$ cat src/hdl/shiprrip_pkg.sv
// shiprrip_pkg: shared types and constants of the rrip dead block replacement policy
// no dependencies; imported by every module of the block
package shiprrip_pkg;

  // fixed field widths
  localparam int SET_IN_W   = 11;
  localparam int WAY_IN_W   = 4;
  localparam int PC_W       = 48;
  localparam int SIG_MAX_W  = 10;
  localparam int COUNT_W    = 20;
  localparam int CFG_IDX_W  = 3;
  localparam int CFG_DATA_W = 10;

  localparam logic [4:0] DECAY_LOG2_MAX = 5'd20;
  localparam logic [1:0] RRPV_TOP       = 2'd3;
  localparam logic [1:0] CTR_TOP        = 2'd3;

  typedef enum logic [0:0] {
    CMD_QUERY  = 1'b0,
    CMD_UPDATE = 1'b1
  } cmd_e;

  typedef enum logic [CFG_IDX_W-1:0] {
    CFG_REUSE_THR   = 3'd0,
    CFG_DECAY_LOG2  = 3'd1,
    CFG_NEAR_RRPV   = 3'd2,
    CFG_DISTANT     = 3'd3,
    CFG_FOLLOW_THR  = 3'd4
  } cfg_idx_e;

  typedef enum logic [1:0] {
    KIND_FOLLOW = 2'd0,
    KIND_SIG    = 2'd1,
    KIND_DIST   = 2'd2
  } kind_e;

  typedef enum logic [2:0] {
    ST_CLEAR,
    ST_LEAD_RD,
    ST_LEAD_WR,
    ST_IDLE,
    ST_DECAY,
    ST_READ,
    ST_EXEC
  } back_state_e;

  typedef struct packed {
    logic                cmd;
    logic [SET_IN_W-1:0] set_index;
    logic [WAY_IN_W-1:0] way_index;
    logic [PC_W-1:0]     pc;
    logic                was_hit;
  } in_item_t;

  typedef struct packed {
    logic [3:0] victim_way;
    logic [1:0] applied_rrpv;
  } out_item_t;

  typedef struct packed {
    logic [1:0] reuse_thr;
    logic [4:0] decay_log2;
    logic [1:0] near_rrpv;
    logic [1:0] distant_rrpv;
    logic [9:0] follow_thr;
  } cfg_t;

  localparam cfg_t CFG_RESET = '{
    reuse_thr:    2'd1,
    decay_log2:   5'd13,
    near_rrpv:    2'd0,
    distant_rrpv: 2'd2,
    follow_thr:   10'd511
  };

  // classified transaction handed from front to back
  typedef struct packed {
    logic                 cmd;
    logic [SET_IN_W-1:0]  set_index;
    logic [WAY_IN_W-1:0]  way_index;
    logic [SIG_MAX_W-1:0] sig;
    logic                 was_hit;
    logic                 decay;
  } work_t;

  typedef struct packed {
    logic empty;
    logic full;
  } fifo_stat_t;

endpackage

$ cat src/hdl/shiprrip_fifo.sv
// shiprrip_fifo: two entry queue of classified transactions between front and back
// uses shiprrip_pkg
module shiprrip_fifo import shiprrip_pkg::*; (
  input  logic       clk_i,
  input  logic       rst_ni,
  input  logic       wr_i,
  input  work_t      data_i,
  input  logic       rd_i,
  output work_t      data_o,
  output fifo_stat_t stat_o
);

  work_t      mem_q [2];
  logic       wptr_q, rptr_q;
  logic [1:0] cnt_q;

  assign data_o       = mem_q[rptr_q];
  assign stat_o.empty = (cnt_q == 2'd0);
  assign stat_o.full  = (cnt_q == 2'd2);

  // pointers and fill level
  always_ff @(posedge clk_i or negedge rst_ni) begin
    if (!rst_ni) begin
      wptr_q <= 1'b0;
      rptr_q <= 1'b0;
      cnt_q  <= 2'd0;
    end else begin
      if (wr_i) begin
        wptr_q <= ~wptr_q;
      end
      if (rd_i) begin
        rptr_q <= ~rptr_q;
      end
      cnt_q <= cnt_q + 2'(wr_i) - 2'(rd_i);
    end
  end

  // storage
  always_ff @(posedge clk_i) begin
    if (wr_i) begin
      mem_q[wptr_q] <= data_i;
    end
  end

endmodule

$ cat config.mk
export PLATFORM = sky130hd
export DESIGN_NAME = shiprrip_fifo
export DESIGN_NICKNAME = d
export VERILOG_FILES = /design/src/hdl/shiprrip_pkg.sv /design/src/hdl/shiprrip_fifo.sv
export SDC_FILE = /design/constraint.sdc
export NUM_CORES = 1
export LEC_CHECK = 0
export BUFFER_PORTS_ARGS = -buffer_cell sky130_fd_sc_hd__buf_4
export CORE_MARGIN = 3
export CORE_UTILIZATION = 43
export DETAILED_ROUTE_END_ITERATION = 6
export PLACE_DENSITY = 0.75
export RECOVER_POWER = 100
export SETUP_SLACK_MARGIN = 0.3
export SLEW_MARGIN = 5
export SYNTH_ARGS = -nofsm -noshare
export SYNTH_HDL_FRONTEND = slang
export SYNTH_SLANG_ARGS = --single-unit
$ cat constraint.sdc
create_clock -name clk_i -period 2.6 [get_ports clk_i]
set_input_delay 0.52 -clock clk_i [delete_from_list [all_inputs] [get_ports clk_i]]
set_output_delay 0.52 -clock clk_i [all_outputs]
set_load 0.005 [all_outputs]
* After elaboration in Yosys (flattened, before gate mapping)
Memories as Yosys holds them, arrays and structs flattened. Index checks and enable logic that the tools add are counted.
Cells by class: eq/ne operators 1, bitwise operators 2, muxes and demuxes 2, $add $sub $neg 2, reductions and logical operators 1
Operator list (number):
- adder 2 x 1 -> 2 bit | 1
- == test 2 bit, second input constant | 1
- zero test 2 bit | 1
- 2-to-1 mux 1 bit | 2
- inverter 1 bit | 2
- subtractor 2 x 1 -> 2 bit | 1
Word-level totals: memories kept 1, word-level logic and storage cells 12, output and inout port bits 30, bits in writable memories 56, bits of input ports 32, bits in registers 4
Memory list:
- mem_q | depth 2, bits a word 28, rd ports 1, clocked after memory_dff 0, write ports 1, line shiprrip_fifo.sv:13 | work_t mem_q [2];

* Logic depth before layout (Yosys ltp)
depth after elaboration 2, depth in mapped cells 5, gate-level depth less buffers 5

* Worst setup path after synthesis
Ideal clock, no wire load.
path type in2reg, start point input wr_i, end point memory mem_q[0][0] (netlist name) (enable), data required time 2.184 ns, path buffers 0, arrival time 1.797 ns, cell stages on the path 1, setup slack 0.387 ns, setup time 0.416 ns, path through nor2b_1
On the way: longest elaborated chain between the ends 2
RTL lines:
- from (decl) | line shiprrip_fifo.sv:6 | input logic wr_i,
- 2-to-1 mux 1 bit | line shiprrip_fifo.sv:40 | if (wr_i) begin
- 2-to-1 mux 1 bit (not written as such) | line shiprrip_fifo.sv:41 | mem_q[wptr_q] <= data_i;
- to (decl) | line shiprrip_fifo.sv:13
No other way between the ends.

==> flow_summary.json <==
{
  "fp.dieW_um": 78.6,
  "ys_types": 14,
  "core_um2": 4910,
  "synth_area_per_cell_um2": 22.2,
  "viasPerCell": 4.71,
  "power_mw": 3.21,
  "power.density_nw_per_um2": 1080,
  "crit_arrival_ns": 1.69,
  "vias": 1164,
  "yosysTopAreaCell": "edfxtp_1",
  "switching_power_uw": 781,
  "clock_latency_ns": 0.32,
  "synth.ff_latch_count": 60,
  "area.growth.synth_to_final_pct": 30.9,
  "wire_per_inst_um": 16.1,
  "overflow": 0,
  "ys_warn_count": 0,
  "synth.area.top_cells": "edfxtp_1 (74%), mux2_2 (9.0%), mux2_4 (6.6%)",
  "wl_met1_um": 1670,
  "setup.worst_path.start_class": "flip-flop",
  "rsz0062_at_grt": "false",
  "violations": "max-capacitance violations, max-slew violations",
  "place_area_um2": 2810,
  "combPwrFrac_pct": 26.6,
  "fmax_mhz": 453,
  "final_cell_mix": "edfxtp_1 (56), clkbuf_4 (36), mux2_2 (17)",
  "vdd_drop_max_v": 0.000527,
  "cts_setup_buffers": 0,
  "synth_top_area_share_pct": 74.3,
  "intPower_mw": 2.42,
  "r2r-start": "wptr_q",
  "finalSetupViolCount": 0,
  "dr_wl_met2_um": 1910,
  "synth-seq-area-share_pct": 78.7,
  "min_from": "rd_i",
  "cts_resized": 0,
  "place.gp.congestion": 0.635,
  "io_pins": 62,
  "hold_viol_final": 0,
  "grt_pass1_wl_um": 6380,
  "layout_min_cycle_time_ns": 2.21,
  "r2r_setup_slack_ns": 0.48,
  "regToRegEndpoint": "mem_q[1][14]",
  "grt_max_degree": 29,
  "top_layer_used": "met4",
  "die_y_um": 78.6,
  "drt_first_pass_iters": 4,
  "critPathKind": "reg -> out",
  "drtIter0Drc": 71,
  "drv_cap": 2,
  "drive_gt1_share_pct": 45.6,
  "finalMaxSlewViolations": 58,
  "cts_tree": "done",
  "clockRootBuffer": "clkbuf_8",
  "h-tree-depth": 3,
  "postCtsHoldBufs": 1,
  "fin_crit_sh_pct": 85.0,
  "seq_power_share_pct": 43.2,
  "row_count": 25,
  "syn-num-nets": 136,
  "rr_worst_depth": 2,
  "grt_antenna_before_repair": 0,
  "tightest_slew_ns": 1.64,
  "layout_commonest_cell": "edfxtp_1",
  "power_frac_clock_pct": 30.1,
  "antenna_left": 0,
  "cts.sinks": 60,
  "cts-buffers-inserted": 9,
  "grtUsageTotal_pct": 14.2,
  "totalNegativeSetupSlack_ns": 0,
  "leakage_nw": 1.12,
  "initial_core_util_pct": 46.1,
  "clk_pin_slew_ns": 0.06,
  "syn_area_um2": 2260,
  "p_sw_share_pct": 24.4,
  "stdcell_area_um2": 2960,
  "design.die.area_um2": 6170,
  "netlist_instances": 102,
  "clockBufferDepth": 2,
  "drc": 0,
  "outcome": "finished, violations left",
  "cp-end-kind": "output port",
  "crit_path_max_fanout": 20,
  "skew_ns": 0.00518,
  "required_ns": 2.08,
  "fillers": 391,
  "cp-startpoint": "rptr_q",
  "wl_met3_um": 348,
  "slew_headroom_pct": -9.02,
  "timing.critical_path.to": "data_o[9]",
  "port_buffers": 61,
  "num_antenna_cells": 0,
  "drt-total-wl_um": 3970,
  "dp_hpwl_um": 2710,
  "final_util_pct": 60.4,
  "first_global_vias": 1279,
  "nNetsFinal": 209,
  "hold_class": "in -> reg"
}
==> flip-flops by register name, indices dropped and copies added (netlist names) <==
signal and count:
cnt_q 2, mem_q 56, rptr_q 1, wptr_q 1
==> cell families after synthesis <==
kind of cell | share of synthesized area, %
buffers and inverters | 1.82
and+or+nand+nor | 0.994
DFF | 78.7
xor gates and xnor gates | 1.82
muxes | 15.6
adders and majority gates | 1.10
==> final cells by class <==
type | instances | area [µm²] | area share [%]
Inverter | 2 | 7.51 | 0.253
Sequential cell | 60 | 1780 | 60.1
Clock buffer | 10 | 128 | 4.31
Tap cell | 67 | 83.8 | 2.83
Multi-Input combinational cell | 37 | 410 | 13.8
Timing Repair Buffer | 65 | 450 | 15.2
Clock inverter | 6 | 103 | 3.46
==> how the worst min path moves through the flow <==
stage                         endpoint  cells after the start
after global routing            rptr_q                      2
after detailed placement        wptr_q                      1
final                           rptr_q                      2
after floorplan               cnt_q[0]                      0
after global placement          wptr_q                      1
after CTS                 mem_q[1][10]                      1
==> layer usage <==
metal | track usage [%] | up-vias
met5 | 0 | -
met4 | 4.20 | 0
met3 | 6.77 | 8
met2 | 23.2 | 49
met1 | 16.7 | 564
li1 | - | 543
==> power by group through the flow <==
stage | Combinational (mW) | Sequential, mW | Clock, mW
3_5_place_dp | 0.969 | 1.40 | 0
4_1_cts | 0.976 | 1.38 | 0.990
3_3_place_gp | 0.948 | 1.39 | 0
6_report | 0.854 | 1.39 | 0.966
5_1_grt | 0.928 | 1.41 | 1.04
2_1_floorplan | 0.567 | 1.36 | 0
==> critical path, stage by stage (launching register included) <==
cell	delay, ns
dfrtp_1	0.61
buf_12	0.23
mux2_1	0.37
buf_4	0.15
==> synth_stat cells <==
| cell | instances |
|---|---|
| and2_1 | 1 |
| buf_4 | 1 |
| buf_6 | 1 |
| buf_8 | 1 |
| dfrtp_1 | 4 |
| edfxtp_1 | 56 |
| ha_1 | 2 |
| inv_1 | 2 |
| mux2_2 | 18 |
| mux2_4 | 10 |
| nor2_1 | 1 |
| nor2b_1 | 2 |
| xor2_1 | 2 |
| xor3_1 | 1 |
==> per-stage QoR <==
| stage | setup slack, ns | instances | hold slack [ns] |
|---|---|---|---|
| 2_1_floorplan | 0.387 | 102 | 0.224 |
| 3_3_place_gp | 0.760 | 230 | 0.321 |
| 3_5_place_dp | 0.714 | 230 | 0.325 |
| 4_1_cts | 0.359 | 247 | 0.361 |
| 5_1_grt | 0.306 | 247 | 0.367 |
| 6_report | 0.391 | 247 | 0.391 |
(Power assumes the default switching activity.)
