==> config.mk <==
export PLATFORM = sky130hd
export DESIGN_NAME = shiprrip_front
export DESIGN_NICKNAME = d
export VERILOG_FILES = /design/src/hdl/shiprrip_pkg.sv /design/src/hdl/shiprrip_front.sv
export SDC_FILE = /design/constraint.sdc
export NUM_CORES = 1
export LEC_CHECK = 0
export ABC_AREA = 1
export ABC_CLOCK_PERIOD_IN_PS = 8200
export BUFFER_PORTS_ARGS = -buffer_cell sky130_fd_sc_hd__buf_2
export CAP_MARGIN = 0
export CORE_UTILIZATION = 49
export CTS_BUF_LIST = sky130_fd_sc_hd__clkbuf_2 sky130_fd_sc_hd__clkbuf_4 sky130_fd_sc_hd__clkbuf_8
export DETAILED_ROUTE_END_ITERATION = 7
export HOLD_SLACK_MARGIN = 0.08
export PLACE_DENSITY_LB_ADDON = 0.15
export SYNTH_ARGS = -nofsm -noshare
export SYNTH_HDL_FRONTEND = slang
export SYNTH_SLANG_ARGS = --single-unit
==> constraint.sdc <==
create_clock -name clk_i -period 8.2 [get_ports clk_i]
set_input_delay 1.64 -clock clk_i [delete_from_list [all_inputs] [get_ports clk_i]]
set_output_delay 1.64 -clock clk_i [all_outputs]
set_load 0.02 [all_outputs]
==> src/hdl/shiprrip_pkg.sv <==
// shiprrip_pkg: shared types and constants of the rrip dead block replacement policy
// no dependencies; imported by every module of the block
package shiprrip_pkg;

  // fixed field widths
  localparam int SET_IN_W   = 11;
  localparam int WAY_IN_W   = 4;
  localparam int PC_W       = 48;
  localparam int SIG_MAX_W  = 10;
  localparam int COUNT_W    = 20;
  localparam int CFG_IDX_W  = 3;
  localparam int CFG_DATA_W = 10;

  localparam logic [4:0] DECAY_LOG2_MAX = 5'd20;
  localparam logic [1:0] RRPV_TOP       = 2'd3;
  localparam logic [1:0] CTR_TOP        = 2'd3;

  typedef enum logic [0:0] {
    CMD_QUERY  = 1'b0,
    CMD_UPDATE = 1'b1
  } cmd_e;

  typedef enum logic [CFG_IDX_W-1:0] {
    CFG_REUSE_THR   = 3'd0,
    CFG_DECAY_LOG2  = 3'd1,
    CFG_NEAR_RRPV   = 3'd2,
    CFG_DISTANT     = 3'd3,
    CFG_FOLLOW_THR  = 3'd4
  } cfg_idx_e;

  typedef enum logic [1:0] {
    KIND_FOLLOW = 2'd0,
    KIND_SIG    = 2'd1,
    KIND_DIST   = 2'd2
  } kind_e;

  typedef enum logic [2:0] {
    ST_CLEAR,
    ST_LEAD_RD,
    ST_LEAD_WR,
    ST_IDLE,
    ST_DECAY,
    ST_READ,
    ST_EXEC
  } back_state_e;

  typedef struct packed {
    logic                cmd;
    logic [SET_IN_W-1:0] set_index;
    logic [WAY_IN_W-1:0] way_index;
    logic [PC_W-1:0]     pc;
    logic                was_hit;
  } in_item_t;

  typedef struct packed {
    logic [3:0] victim_way;
    logic [1:0] applied_rrpv;
  } out_item_t;

  typedef struct packed {
    logic [1:0] reuse_thr;
    logic [4:0] decay_log2;
    logic [1:0] near_rrpv;
    logic [1:0] distant_rrpv;
    logic [9:0] follow_thr;
  } cfg_t;

  localparam cfg_t CFG_RESET = '{
    reuse_thr:    2'd1,
    decay_log2:   5'd13,
    near_rrpv:    2'd0,
    distant_rrpv: 2'd2,
    follow_thr:   10'd511
  };

  // classified transaction handed from front to back
  typedef struct packed {
    logic                 cmd;
    logic [SET_IN_W-1:0]  set_index;
    logic [WAY_IN_W-1:0]  way_index;
    logic [SIG_MAX_W-1:0] sig;
    logic                 was_hit;
    logic                 decay;
  } work_t;

  typedef struct packed {
    logic empty;
    logic full;
  } fifo_stat_t;

endpackage

==> src/hdl/shiprrip_front.sv <==
// shiprrip_front: accepts transactions, reduces set and way, forms the signature,
// counts updates and flags the periodic dead counter decay; uses shiprrip_pkg
module shiprrip_front import shiprrip_pkg::*; #(
  parameter int NUM_SETS  = 2048,
  parameter int NUM_WAYS  = 16,
  parameter int SIG_WIDTH = 6
) (
  input  logic     clk_i,
  input  logic     rst_ni,
  input  cfg_t     cfg_i,
  input  logic     accept_i,
  input  in_item_t item_i,
  output work_t    work_o
);

  logic [COUNT_W-1:0]  count_q, count_d, count_next;
  logic [4:0]          k;
  logic [COUNT_W:0]    mask_w;
  logic [SET_IN_W-1:0] set_m;
  logic [SIG_WIDTH-1:0] sig;

  // set modulo the set count, one restoring step per quotient bit
  function automatic logic [SET_IN_W-1:0] set_mod(input logic [SET_IN_W-1:0] v);
    logic [17:0] r;
    r = 18'(v);
    for (int j = 4; j >= 0; j--) begin
      if (r >= (18'(NUM_SETS) << j)) begin
        r = r - (18'(NUM_SETS) << j);
      end
    end
    return SET_IN_W'(r);
  endfunction

  function automatic logic [WAY_IN_W-1:0] way_mod(input logic [WAY_IN_W-1:0] v);
    logic [8:0] r;
    r = 9'(v);
    for (int j = 2; j >= 0; j--) begin
      if (r >= (9'(NUM_WAYS) << j)) begin
        r = r - (9'(NUM_WAYS) << j);
      end
    end
    return WAY_IN_W'(r);
  endfunction

  // classification
  always_comb begin
    count_next = count_q + COUNT_W'(1);
    k          = (cfg_i.decay_log2 > DECAY_LOG2_MAX) ? DECAY_LOG2_MAX : cfg_i.decay_log2;
    mask_w     = ((COUNT_W+1)'(1) << k) - (COUNT_W+1)'(1);
    set_m      = set_mod(item_i.set_index);
    sig        = item_i.pc[2 +: SIG_WIDTH] ^ set_m[SIG_WIDTH-1:0];

    work_o.cmd       = item_i.cmd;
    work_o.set_index = set_m;
    work_o.way_index = way_mod(item_i.way_index);
    work_o.sig       = SIG_MAX_W'(sig);
    work_o.was_hit   = item_i.was_hit;
    work_o.decay     = (item_i.cmd == CMD_UPDATE) &&
                       ((count_next & mask_w[COUNT_W-1:0]) == '0);

    count_d = count_q;
    if (accept_i && item_i.cmd == CMD_UPDATE) begin
      count_d = count_next;
    end
  end

  // update counter
  always_ff @(posedge clk_i or negedge rst_ni) begin
    if (!rst_ni) begin
      count_q <= '0;
    end else begin
      count_q <= count_d;
    end
  end

endmodule

### After elaboration in Yosys (flattened, before gate mapping)

Cells that the tools add are included.

* latch bits: 0
* register bits: 20
* memories: 0
* RAM bits: 0
* input bits: 89
* ROM bits: 0
* output and inout bits: 28
* logic and storage cells: 11

* add/sub/neg operators: 2
* bitwise gates (word level): 2
* eq/ne operators: 0
* reduce and logical (&&, ||, !) cells: 3
* multiply operators: 0
* order comparisons: 1
* divide/modulo/power cells: 0
* muxes and demuxes: 1
* shift-type cells: 1

Operators with widths (number)
* adder 20 x 1 -> 20 bit, second input constant: 1
* bitwise AND 20 bit: 1
* zero test 20 bit: 1
* left shift 1 x 5 -> 20 bit, first input constant: 1
* subtractor 20 x 2 -> 20 bit, second input constant: 1
* bitwise XOR 6 bit: 1
* greater-than comparator 5 bit, second input constant: 1
* 2-to-1 mux 5 bit: 1
* logical AND 1 bit: 2

### Depth between registers and ports, before layout

* depth in word-level cells: 7
* depth in mapped cells: 17
* gate-level depth less buffers: 16

### Worst setup path after synthesis

Ideal clock, no wire load.

* path type: in2out
* from: input port cfg_i[16] in the netlist's numbering
* to: output port work_o[0] in the netlist's numbering
* path slack: 3.034 ns
* path buffers: 1
* arrival: 3.526 ns
* cell stages on the path: 16
* cells stage by stage: buf_4 > o21ai_2 > o21ai_0 > nand3_1 > ha_1 > inv_1 > o21bai_1 > nor2_1 > nand2_1 > nand2_1 > nor2_1 > nor2_1 > nand2_1 > nor2_1 > nand3_1 > nor2_1

RTL lines
* from (decl): RTL line shiprrip_front.sv:10 `input cfg_t cfg_i,`
* to (decl): RTL line shiprrip_front.sv:13 `output work_t work_o`

==> impl_metrics.toml <==
[worst_hold_path]
min_path_type = "reg -> reg"

[drt]
wl_per_cell_microns = 11.8
drtAntennaViolNets = 0
via_count = 1961
first_pass_iters = 4
first_iter_violations = 156
drc = 0
viasPerCell = 5.12
postRouteWirelength_microns = 4530

[die]
die_area_sq_um = 4360
coreArea_sq_um = 3800
start_util_pct = 52.9
rows = 22
die_h_microns = 66.0
boundaryPins = 117
die_w_microns = 66.0

[clocking]
root_buffer = "clkbuf_8"
cts_max_path_buffers = 2
cts.sinks = 20
cts_tree = "done"
h-tree-depth = 1
clk_pin_slew_worst_paths_ns = 0.08
post_cts_buffers = 0
ctsResizeCount = 0
insertion_delay_ns = 0.26
hold_buffers = 0
cts_made_buffers = 3

[run]
maxCapViolations = 0

[timing]
fin_crit_ns = 5.54
drv_slew = 0
finalClockSkew_ns = 0.00540
tns_ns = 0
layout_setup_ws_ns = 2.66
finalSetupViolCount = 0
rsz0062_at_grt = "false"
worst_pin_slew_ns = 0.677
finalHoldViolCount = 0
fin_crit_sh_pct = 67.6
fmax_mhz = 180
relSlewSlack_pct = 54.6

[setup_path]
cp_cell_sequence = "buf_2, o21ai_2, o21ai_0, nand3_1, ha_1, inv_1, o21bai_1, nor2_1, nand2_1, nand2_1, nor2_1, nor2_1, nand2_1, nor2_1, nand3_1, nor2_1, buf_2"
cp-start-kind = "input pin"
cp.arrival_ns = 3.90
cp_num_buf_inv = 3
required_ns = 6.56
slowest_stage = "nor2_1"
crit_family = "simple AND/OR/NAND/NOR gates"
critPathMaxStageDelay_ns = 0.28
path_common_cell = "nor2_1"
path_max_fanout = 11
worstSetupPathType = "in -> out"
cp-end-kind = "primary output"

[finish]
insertedDiodeCount = 0
reg_top3 = "count_q: 20 flops"
regMostFlops = "count_q"
final_common_cell = "nand2_1"
drive_gt1_share_pct = 15.8
fin_area_sq_um = 2140
fin_nets = 427
largest_reg_flops = 20
areaGrowthSynthToFinish_pct = 6.54
most-common-layout-cells = "83 x nand2_1, 36 x nor2_1, 35 x inv_1"
final_core_util_pct = 56.4

[global_route]
grt_max_degree = 29
antenna_found_initial = 0
grt_pass1_wl_microns = 7650
grt_pass1_vias = 1708
gr-total-overflow = 0
grt_use_total_pct = 22.8

[power]
ir_drop_v = 0.000106
p_leak_uw = 0.00111
powerDensity_nw_per_um2 = 174

[synth]
synthCells = 320
synth-seq-cells = 20
synth.distinct_cells = 30
yosysSeqAreaShare_pct = 24.9
synthesis.area_per_instance_sq_um = 6.28
syn_area_sq_um = 2010
yosysWarnings = 0

[placed_design]
portBuffers = 34
gp_congestion = 0.946
hpwlAfterDp_microns = 3560
dpl_worst_slack_ns = 2.65
placedInstanceArea_sq_um = 2070

[status]
status = "complete, no violations"
==> where the power goes <==
part,internal (uW),total [uW],switching (uW)
logic,48.2,135,86.3
registers,120,140,20.0
clock network,65.2,99.2,34.0
==> routing by layer <==
| metal | vias up | share of wire (%) | GRT usage (%) |
|---|---|---|---|
| met5 | - | 0 | 0 |
| met4 | 0 | 2.1 | 8.24 |
| met1 | 868 | 48 | 31.0 |
| met2 | 51 | 45 | 36.9 |
| li1 | 1033 | - | - |
| met3 | 9 | 4.4 | 2.93 |
==> synthesized netlist by cell type <==
master | instances | area (sq um)
a31oi_1 | 1 | 6.26
a21oi_1 | 5 | 25.0
buf_4 | 22 | 165
and3_1 | 1 | 6.26
ha_1 | 2 | 25.0
buf_2 | 1 | 5.00
a41oi_1 | 1 | 8.76
nand3b_1 | 1 | 7.51
nand3_1 | 34 | 170
nor3_1 | 4 | 20.0
xor2_1 | 21 | 184
inv_1 | 35 | 131
clkbuf_1 | 3 | 11.3
nand4_1 | 11 | 68.8
dfrtp_1 | 20 | 500
inv_2 | 4 | 15.0
nand2_2 | 2 | 12.5
o21ai_0 | 17 | 85.1
o21bai_1 | 2 | 15.0
nor3_2 | 1 | 10.0
or2_2 | 2 | 12.5
nand3_2 | 1 | 10.0
o21ai_2 | 1 | 8.76
nand2_1 | 83 | 312
conb_1 | 1 | 3.75
xnor2_1 | 2 | 17.5
nor2_2 | 4 | 25.0
clkinv_1 | 1 | 3.75
nor2_1 | 36 | 135
o2111ai_1 | 1 | 8.76
==> path summary, 6_finish.rpt <==
kind	start	end	slack [ns]	depth (start not counted)
worst min register to register	count_q[10]	count_q[10]	0.56	2
worst min-delay path	count_q[10]	count_q[10]	0.56	2
min in group asynchronous	rst_ni	count_q[6]	1.31	1
max in group asynchronous	rst_ni	count_q[18]	6.58	1
worst max-delay path	cfg_i[17]	work_o[0]	2.66	17
worst max register to register	count_q[0]	count_q[16]	6.29	10
==> stage by stage <==
step,hold slack (ns),power [uW],cells
after floorplan,0.510,249,323
after global placement,0.534,273,379
after detailed placement,0.540,275,379
after CTS,0.559,376,383
after global routing,0.588,403,383
final,0.560,373,383
==> layout make-up <==
cell class                 instances  area [sq um]
sequential                        20           500
clock inverter                     1          30.0
clock buffer                       3          41.3
tap                               48          60.1
multi-input combinational        237          1190
fill                             370          1660
inverter                          40           150
timing repair buffer              34           170
==> worst min-delay path, stage by stage, from the launching register on <==
cell,delay (ns)
dfrtp_1,0.40
nand2_1,0.07
nand2_1,0.06
==> logic make-up (layout without fill, tap and decap cells) <==
family / count (synthesis) / after routing / share of synthesized area (%)
buf+inv: 66 / 78 / 16.5
compound gates: 28 / 28 / 7.85
flops: 20 / 20 / 24.9
other cells: 1 / 4 / 0.187
xor+xnor: 23 / 23 / 10.0
fa+ha+maj: 2 / 2 / 1.25
simple gates: 180 / 180 / 39.3
Note: power is estimated with default switching activity, not from simulation.
